**src/sv/ax25ap_pkg.sv**
```systemverilog
`default_nettype none
package ax25ap_pkg;

	localparam int ADDRESS_BYTES = 7;
	localparam int MAX_DIGIS_DEF = 8;

	// Bit positions inside an SSID byte
	localparam int BIT_C = 7;
	localparam int BIT_H = 7;
	localparam int BIT_E = 0;

	typedef enum logic [2:0] {
		REG_DEST    = 3'd0,
		REG_SOURCE  = 3'd1,
		REG_DIGI    = 3'd2,
		REG_PAYLOAD = 3'd3,
		REG_DISCARD = 3'd4
	} region_t;

	typedef enum logic [2:0] {
		PH_DEST    = 3'd0,
		PH_SOURCE  = 3'd1,
		PH_DIGI    = 3'd2,
		PH_PAYLOAD = 3'd3,
		PH_DISCARD = 3'd4
	} phase_t;

	typedef enum logic [1:0] {
		CR_UNKNOWN  = 2'd0,
		CR_COMMAND  = 2'd1,
		CR_RESPONSE = 2'd2
	} cr_t;

	typedef enum logic [1:0] {
		ERR_NONE  = 2'd0,
		ERR_TRUNC = 2'd1,
		ERR_DIGIS = 2'd2
	} err_t;

	typedef struct packed {
		logic [7:0] data_byte;
		logic       frame_last;
	} item_t;

	typedef struct packed {
		logic [7:0] byte_out;
		logic [2:0] region;
		logic [3:0] address_index;
		logic [2:0] byte_position;
		logic       header_done;
		logic       error_flag;
		logic [1:0] error_kind;
		logic [1:0] cmd_resp;
		logic [3:0] digi_count;
		logic [3:0] repeated_count;
		logic       frame_end;
	} result_t;

	// Classified byte handed from the parser front to the back end
	typedef struct packed {
		logic [7:0] data_byte;
		logic       frame_last;
		region_t    region;
		logic [3:0] address_index;
		logic [2:0] byte_position;
		logic       ssid;
		logic       header_done;
		logic       error_flag;
		err_t       error_kind;
	} cls_t;

endpackage
`default_nettype wire

```
**src/sv/ax25ap_front.sv**
```systemverilog
`default_nettype none
module ax25ap_front
	import ax25ap_pkg::*;
#(
	parameter int MAX_DIGIS = MAX_DIGIS_DEF
) (
	input  wire logic  clk,
	input  wire logic  arst_n,
	input  wire logic  take,
	input  wire item_t item,
	output cls_t       cls
);

	localparam logic [2:0] SSID_POS = 3'(ADDRESS_BYTES - 1);
	localparam logic [3:0] DIGI_LIMIT = 4'(MAX_DIGIS + 1);

	phase_t     phase_q, phase_d;
	logic [2:0] pos_q, pos_d;
	logic [3:0] addr_q, addr_d;
	logic       ssid;
	logic       e_bit;

	assign ssid  = (pos_q >= SSID_POS);
	assign e_bit = item.data_byte[BIT_E];

	// Next parse state
	always_comb begin
		phase_d = phase_q;
		pos_d   = pos_q;
		addr_d  = addr_q;
		case (phase_q)
			PH_DEST: begin
				if (ssid) begin
					phase_d = PH_SOURCE;
					addr_d  = 4'd1;
					pos_d   = 3'd0;
				end else begin
					pos_d = pos_q + 3'd1;
				end
			end
			PH_SOURCE: begin
				if (ssid) begin
					pos_d = 3'd0;
					if (e_bit) begin
						phase_d = PH_PAYLOAD;
					end else begin
						phase_d = PH_DIGI;
						addr_d  = 4'd2;
					end
				end else begin
					pos_d = pos_q + 3'd1;
				end
			end
			PH_DIGI: begin
				if (ssid) begin
					pos_d = 3'd0;
					if (e_bit) begin
						phase_d = PH_PAYLOAD;
					end else if (addr_q >= DIGI_LIMIT) begin
						phase_d = PH_DISCARD;
					end else begin
						addr_d = addr_q + 4'd1;
					end
				end else begin
					pos_d = pos_q + 3'd1;
				end
			end
			PH_PAYLOAD: begin
			end
			default: begin
			end
		endcase
	end

	// Classify the current beat
	always_comb begin
		cls.data_byte     = item.data_byte;
		cls.frame_last    = item.frame_last;
		cls.ssid          = ssid;
		cls.address_index = addr_q;
		cls.byte_position = pos_q;
		cls.header_done   = 1'b0;
		cls.error_flag    = 1'b0;
		cls.error_kind    = ERR_NONE;
		case (phase_q)
			PH_DEST: begin
				cls.region = REG_DEST;
			end
			PH_SOURCE: begin
				cls.region = REG_SOURCE;
				cls.header_done = ssid && e_bit;
			end
			PH_DIGI: begin
				cls.region = REG_DIGI;
				if (ssid && e_bit) begin
					cls.header_done = 1'b1;
				end else if (ssid && addr_q >= DIGI_LIMIT) begin
					cls.error_flag = 1'b1;
					cls.error_kind = ERR_DIGIS;
				end
			end
			PH_PAYLOAD: begin
				cls.region        = REG_PAYLOAD;
				cls.address_index = 4'd0;
				cls.byte_position = 3'd0;
			end
			default: begin
				cls.region        = REG_DISCARD;
				cls.address_index = 4'd0;
				cls.byte_position = 3'd0;
			end
		endcase
		// Flag a frame that ends inside the address field
		if (item.frame_last && cls.region < REG_PAYLOAD && !cls.header_done
				&& !cls.error_flag) begin
			cls.error_flag = 1'b1;
			cls.error_kind = ERR_TRUNC;
		end
	end

	// Advance on each accepted beat; restart at the frame boundary
	always_ff @(posedge clk or negedge arst_n) begin
		if (!arst_n) begin
			phase_q <= PH_DEST;
			pos_q   <= 3'd0;
			addr_q  <= 4'd0;
		end else if (take) begin
			if (item.frame_last) begin
				phase_q <= PH_DEST;
				pos_q   <= 3'd0;
				addr_q  <= 4'd0;
			end else begin
				phase_q <= phase_d;
				pos_q   <= pos_d;
				addr_q  <= addr_d;
			end
		end
	end

endmodule
`default_nettype wire

```
**src/sv/ax25ap_queue.sv**
```systemverilog
`default_nettype none
module ax25ap_queue
	import ax25ap_pkg::*;
(
	input  wire logic clk,
	input  wire logic arst_n,
	input  wire logic push,
	input  wire cls_t push_data,
	output logic      full,
	input  wire logic pop,
	output logic      not_empty,
	output cls_t      pop_data
);

	cls_t       mem_q [2];
	logic       wr_q, rd_q;
	logic [1:0] cnt_q;

	assign full      = (cnt_q == 2'd2);
	assign not_empty = (cnt_q != 2'd0);
	assign pop_data  = mem_q[rd_q];

	// Store pushed beats
	always_ff @(posedge clk) begin
		if (push) begin
			mem_q[wr_q] <= push_data;
		end
	end

	// Track pointers and fill level
	always_ff @(posedge clk or negedge arst_n) begin
		if (!arst_n) begin
			wr_q  <= 1'b0;
			rd_q  <= 1'b0;
			cnt_q <= 2'd0;
		end else begin
			if (push) begin
				wr_q <= ~wr_q;
			end
			if (pop) begin
				rd_q <= ~rd_q;
			end
			if (push && !pop) begin
				cnt_q <= cnt_q + 2'd1;
			end else if (pop && !push) begin
				cnt_q <= cnt_q - 2'd1;
			end
		end
	end

endmodule
`default_nettype wire

```
**src/sv/ax25ap_back.sv**
```systemverilog
`default_nettype none
module ax25ap_back
	import ax25ap_pkg::*;
(
	input  wire logic clk,
	input  wire logic arst_n,
	input  wire logic q_valid,
	input  wire cls_t q_data,
	output logic      q_pop,
	output logic      result_valid,
	input  wire logic result_stall,
	output result_t   result
);

	logic       dest_c_q, dest_c_d;
	cr_t        cr_q, cr_d;
	logic [3:0] digi_q, digi_d;
	logic [3:0] rep_q, rep_d;
	logic       src_c;

	assign q_pop = q_valid && (!result_valid || !result_stall);
	assign src_c = q_data.data_byte[BIT_C];

	// Update frame statistics from SSID bytes
	always_comb begin
		dest_c_d = dest_c_q;
		cr_d     = cr_q;
		digi_d   = digi_q;
		rep_d    = rep_q;
		if (q_data.ssid) begin
			case (q_data.region)
				REG_DEST: begin
					dest_c_d = q_data.data_byte[BIT_C];
				end
				REG_SOURCE: begin
					if (src_c == dest_c_q) begin
						cr_d = CR_UNKNOWN;
					end else if (src_c) begin
						cr_d = CR_RESPONSE;
					end else begin
						cr_d = CR_COMMAND;
					end
				end
				REG_DIGI: begin
					digi_d = digi_q + 4'd1;
					if (q_data.data_byte[BIT_H]) begin
						rep_d = rep_q + 4'd1;
					end
				end
				default: begin
				end
			endcase
		end
	end

	// Hold statistics, clearing at each frame end
	always_ff @(posedge clk or negedge arst_n) begin
		if (!arst_n) begin
			dest_c_q <= 1'b0;
			cr_q     <= CR_UNKNOWN;
			digi_q   <= 4'd0;
			rep_q    <= 4'd0;
		end else if (q_pop) begin
			if (q_data.frame_last) begin
				dest_c_q <= 1'b0;
				cr_q     <= CR_UNKNOWN;
				digi_q   <= 4'd0;
				rep_q    <= 4'd0;
			end else begin
				dest_c_q <= dest_c_d;
				cr_q     <= cr_d;
				digi_q   <= digi_d;
				rep_q    <= rep_d;
			end
		end
	end

	// Output register
	always_ff @(posedge clk or negedge arst_n) begin
		if (!arst_n) begin
			result_valid <= 1'b0;
		end else if (q_pop) begin
			result_valid <= 1'b1;
		end else if (!result_stall) begin
			result_valid <= 1'b0;
		end
	end

	always_ff @(posedge clk) begin
		if (q_pop) begin
			result.byte_out       <= q_data.data_byte;
			result.region         <= q_data.region;
			result.address_index  <= q_data.address_index;
			result.byte_position  <= q_data.byte_position;
			result.header_done    <= q_data.header_done;
			result.error_flag     <= q_data.error_flag;
			result.error_kind     <= q_data.error_kind;
			result.cmd_resp       <= cr_d;
			result.digi_count     <= digi_d;
			result.repeated_count <= rep_d;
			result.frame_end      <= q_data.frame_last;
		end
	end

endmodule
`default_nettype wire

```
**src/sv/ax25_address_parser_top.sv**
```systemverilog
`default_nettype none
// AX.25 address field parser. Takes one frame byte per beat (frame_last on
// the final byte) and returns one tagged result per byte: region, address
// index, byte position, header-done and error marks, command/response and
// digipeater counts. It sustains one byte per clock while neither side
// stalls; a result passes through the queue and the output register.
// The rate is set by the update of the address parse state in the front
// stage; a two-entry queue and the output register let input and output
// stall independently, so item_stall rises only when both are full.
module ax25_address_parser_top
	import ax25ap_pkg::*;
#(
	parameter int MAX_DIGIS = MAX_DIGIS_DEF
) (
	input  wire logic    clk,
	input  wire logic    arst_n,
	input  wire logic    item_valid,
	output logic         item_stall,
	input  wire item_t   item,
	output logic         result_valid,
	input  wire logic    result_stall,
	output result_t      result
);

	cls_t cls;
	cls_t q_data;
	logic take;
	logic q_full;
	logic q_valid;
	logic q_pop;

	assign item_stall = q_full;
	assign take       = item_valid && !q_full;

	ax25ap_front #(
		.MAX_DIGIS(MAX_DIGIS)
	) u_front (
		.clk    (clk),
		.arst_n (arst_n),
		.take   (take),
		.item   (item),
		.cls    (cls)
	);

	ax25ap_queue u_queue (
		.clk       (clk),
		.arst_n    (arst_n),
		.push      (take),
		.push_data (cls),
		.full      (q_full),
		.pop       (q_pop),
		.not_empty (q_valid),
		.pop_data  (q_data)
	);

	ax25ap_back u_back (
		.clk          (clk),
		.arst_n       (arst_n),
		.q_valid      (q_valid),
		.q_data       (q_data),
		.q_pop        (q_pop),
		.result_valid (result_valid),
		.result_stall (result_stall),
		.result       (result)
	);

endmodule
`default_nettype wire

```
**config.mk**
```make
export PLATFORM = sky130hd
export DESIGN_NAME = ax25_address_parser_top
export DESIGN_NICKNAME = d
export VERILOG_FILES = /design/src/sv/ax25ap_pkg.sv /design/src/sv/ax25ap_front.sv /design/src/sv/ax25ap_queue.sv /design/src/sv/ax25ap_back.sv /design/src/sv/ax25_address_parser_top.sv
export SDC_FILE = /design/constraint.sdc
export NUM_CORES = 1
export LEC_CHECK = 0
export BUFFER_PORTS_ARGS = -buffer_cell sky130_fd_sc_hd__buf_2
export CAP_MARGIN = 20
export CELL_PAD_IN_SITES_DETAIL_PLACEMENT = 0
export CELL_PAD_IN_SITES_GLOBAL_PLACEMENT = 2
export CORE_MARGIN = 8
export CORE_UTILIZATION = 45
export CTS_CLUSTER_DIAMETER = 200
export DETAILED_ROUTE_END_ITERATION = 12
export PLACE_DENSITY = 0.9
export SYNTH_ARGS = -nofsm -noshare
export SYNTH_HDL_FRONTEND = slang
export SYNTH_SLANG_ARGS = --single-unit
```
**constraint.sdc**
```tcl
create_clock -name clk -period 5.4 [get_ports clk]
set_input_delay 1.62 -clock clk [delete_from_list [all_inputs] [get_ports clk]]
set_output_delay 1.62 -clock clk [all_outputs]
set_load 0.005 [all_outputs]
```
==> results.md <==
* Top Ports at 48
* Growth of design area from synthesis to finish at 13.8%
* Via count at about 2600
* Height of the die at about 120 µm
* Fraction of final layout cells sized beyond drive strength 1 at approximately 28%
* Overall die area at 13500 µm²
* Most common library cell in the layout ignoring fill and taps: sky130_fd_sc_hd__edfxtp_1
* Critical Path End Type: flip-flop
* Synth cell types at 56
* Overall overflow remaining after global route at 0
* CP max FO at 27
* Setup repair after global routing missed its margin: false
* CP max-delay cell: sky130_fd_sc_hd__inv_1
* Die Wd at 116 µm
* Largest net degree at the start of global routing at 28
* Hold violation total from the final report at 0
* Post-layout instance area at just over 5000 µm²
* Number of antenna repair diodes at 0
* Residual DRC count at 0
* Yosys synthesis warning count at 0
* Tightest slew margin relative to the limit at between 40 and 50%
* Avg Synthesized Cell Area at approximately 15 µm²
* Post-Route Setup TNS at 0 ps
* Area of the mapped netlist at 4500 µm²
* Starting density of the core at 46.2%
* Count of port buffers added during placement at 47
* Sequential cell area fraction in the yosys report at roughly two thirds
* CP max stage delay at between 400 and 500 ps
* Register bit total from synthesis at approximately 110
* Number of nets with antenna violations after routing at 0
* Area share of the largest cell type after synthesis at about 54%
* Synthesized net count at about 320
* Detailed Place HPWL at 5400 µm
* Fmax achieved at between 0.3 and 0.4 GHz
* Final layout net count at ~370
* Root Buffer: sky130_fd_sc_hd__clkbuf_8
* Number of antenna violations at the first check in global routing at 0
* Number of flops mapped to enable cells by yosys at between 80 and 90
* Post-DP Area at slightly below 5000 µm²
* Type of element launching the critical path: input pin
* Fillcell total at 830
* Peak supply drop at ~0.00021 V
* Number of vias per cell after detailed routing at roughly 5.2
* Worst min-delay path class: flip-flop to flip-flop
* CTS tree: done
* Total power per unit cell area at 496 nW/µm²
* Maximum root-to-sink buffer count at 2
* Final worst path period share at about 56%
* Mapped Cells at about 300
* Final WL at 7870 µm
* Critical path cell sequence: buf_2 > o2bb2ai_1 > inv_1 > buf_4 > o21ai_0 > a22o_1
* Type of the worst setup path: input pin to flip-flop
* Post-synth ARST share at 24.3%
* Row count at 36
* Register-to-register setup slack at between 3000 and 4000 ps
* Post-route minimum period at about 3000 ps
* Biggest area consumer among synthesized cells: sky130_fd_sc_hd__edfxtp_1
* Initial detailed-routing violation count at around 170
* Number of buffers inserted by hold repair at cts at 0
* Clock-pin slew on the worst setup and hold paths at around 110 ps
* TritonCTS buffer count at 9
* First drt pass iteration count at 4
* Commonest cells after routing, fill and taps aside: 81 x sky130_fd_sc_hd__edfxtp_1, 47 x sky130_fd_sc_hd__buf_2, 26 x sky130_fd_sc_hd__dfrtp_1
* Transition time of the tightest slew-check pin at ~820 ps
* Post-CTS resize count at 0
* Data arrival time at the worst-slack endpoint at approximately 3300 ps
* Final setup violating endpoints at 0
* Weighted congestion at the end of routability-driven global placement at just under 0.8
* Gr usage total at between 10% and 20%
* Combined buffer and inverter count along the critical path at 3
* Family with the most delay on the worst path: buffers and inverters
* Number of max-slew violations in the final report at 0
* Detailed-route wire length per cell at 16.0 µm
* Worst clock skew at between 10 and 15 ps
* LEAKAGE at 2.04 nW
* Req. time, crit path at about 5700 ps
* Via count of the first global-routing pass at 2485
* Main area contributors after synthesis: sky130_fd_sc_hd__edfxtp_1 54%, sky130_fd_sc_hd__dfrtp_1 14%, sky130_fd_sc_hd__mux2_2 6.0%, sky130_fd_sc_hd__ha_1 1.9%, sky130_fd_sc_hd__and2_1 1.5%
* H-tree levels at 3
* Number of buffers inserted by post-CTS setup repair at 0
* Global-route wire length before repair at about 13000 µm
* Clk sink count at about 110
* Area of the placeable core at roughly 9700 µm²
* Max-cap viol count at 0
* Clock insertion delay at the later pin of the skew report at roughly 380 ps
* Prevailing post-synth register cell: sky130_fd_sc_hd__edfxtp_1
* Status: finished, final reports clean
==> flip-flops by register name, summed over array words and instances, names as in the netlist, 3 cells and up <==
signal,cells
u_queue.mem_q,48
u_back.result,33
u_back.digi_q,4
u_back.rep_q,4
u_front.addr_q,4
u_front.phase_q,3
u_front.pos_q,3
==> synth_stat cells (4+ instances only) <==
| master | count |
|---|---|
| sky130_fd_sc_hd__mux2_2 | 24 |
| sky130_fd_sc_hd__xor2_1 | 4 |
| sky130_fd_sc_hd__a21oi_1 | 8 |
| sky130_fd_sc_hd__mux2i_1 | 4 |
| sky130_fd_sc_hd__and2_1 | 11 |
| sky130_fd_sc_hd__inv_1 | 13 |
| sky130_fd_sc_hd__clkbuf_1 | 9 |
| sky130_fd_sc_hd__ha_1 | 7 |
| sky130_fd_sc_hd__edfxtp_1 | 81 |
| sky130_fd_sc_hd__nand2b_1 | 6 |
| sky130_fd_sc_hd__dfrtp_1 | 26 |
| sky130_fd_sc_hd__nor2_1 | 15 |
| sky130_fd_sc_hd__o21ai_0 | 9 |
| sky130_fd_sc_hd__a22o_1 | 4 |
| sky130_fd_sc_hd__xnor2_1 | 7 |
| sky130_fd_sc_hd__nand2_1 | 10 |
==> logic make-up (layout without fill, tap and decap cells) <==
| family | after synthesis | count (layout) | synth area share (%) |
|---|---|---|---|
| AO/OA/AOI/OAI | 52 | 52 | 9.01 |
| XOR/XNOR | 11 | 11 | 2.14 |
| adder cells (fa/ha/maj) | 7 | 7 | 1.95 |
| buffers and inverters | 25 | 82 | 2.28 |
| flip-flops | 107 | 107 | 68.5 |
| multiplexers | 28 | 28 | 6.90 |
| AND/OR/NAND/NOR | 71 | 71 | 9.20 |
==> report_power, final <==
part / internal [mW] / switching (mW)
registers: 1.21 / 0.109
clock network: 0.185 / 0.299
logic: 0.321 / 0.417
total: 1.72 / 0.825
==> per-stage QoR <==
step           utilization [%]  hold WS, ps  cells  power (mW)  setup WS (ps)
6_report                  52.6          515    491        2.54           2360
5_1_grt                   52.6          540    491        2.70           2190
4_1_cts                   52.5          516    490        2.57           2350
3_5_place_dp              50.4          491    474        2.08           1940
3_3_place_gp              50.1          482    473        2.04           2060
2_1_floorplan                -          461    301        1.80           2130
==> area by class of cell <==
cell class	count	area (µm²)	area share, %
clock buffers	9	124	2.42
clock inverters	7	80.1	1.56
inverters	14	52.6	1.03
multi-input cells	169	1320	25.7
flip-flops and latches	107	3080	60.2
well taps	133	166	3.25
repair buffers	52	300	5.86
==> final timing paths <==
path                              startpoint                to  cells after the start
worst max-delay path            result_stall  u_back.digi_q[0]                      6
worst min-delay path            u_queue.wr_q      u_queue.wr_q                      1
worst max register to register  u_queue.rd_q   u_back.rep_q[0]                      5
worst min register to register  u_queue.wr_q      u_queue.wr_q                      1
max in group asynchronous             arst_n   u_back.rep_q[2]                      1
min in group asynchronous             arst_n  u_back.digi_q[1]                      1
==> per-layer routing <==
| metal | up-vias | global-route usage [%] | part of all wire (%) |
|---|---|---|---|
| met5 | - | 0 | 0 |
| met4 | 0 | 7.00 | 2.1 |
| met3 | 11 | 1.77 | 4.1 |
| met2 | 45 | 19.0 | 46 |
| met1 | 1264 | 16.3 | 48 |
| li1 | 1248 | - | - |
Power figures use the tool's default switching activity.
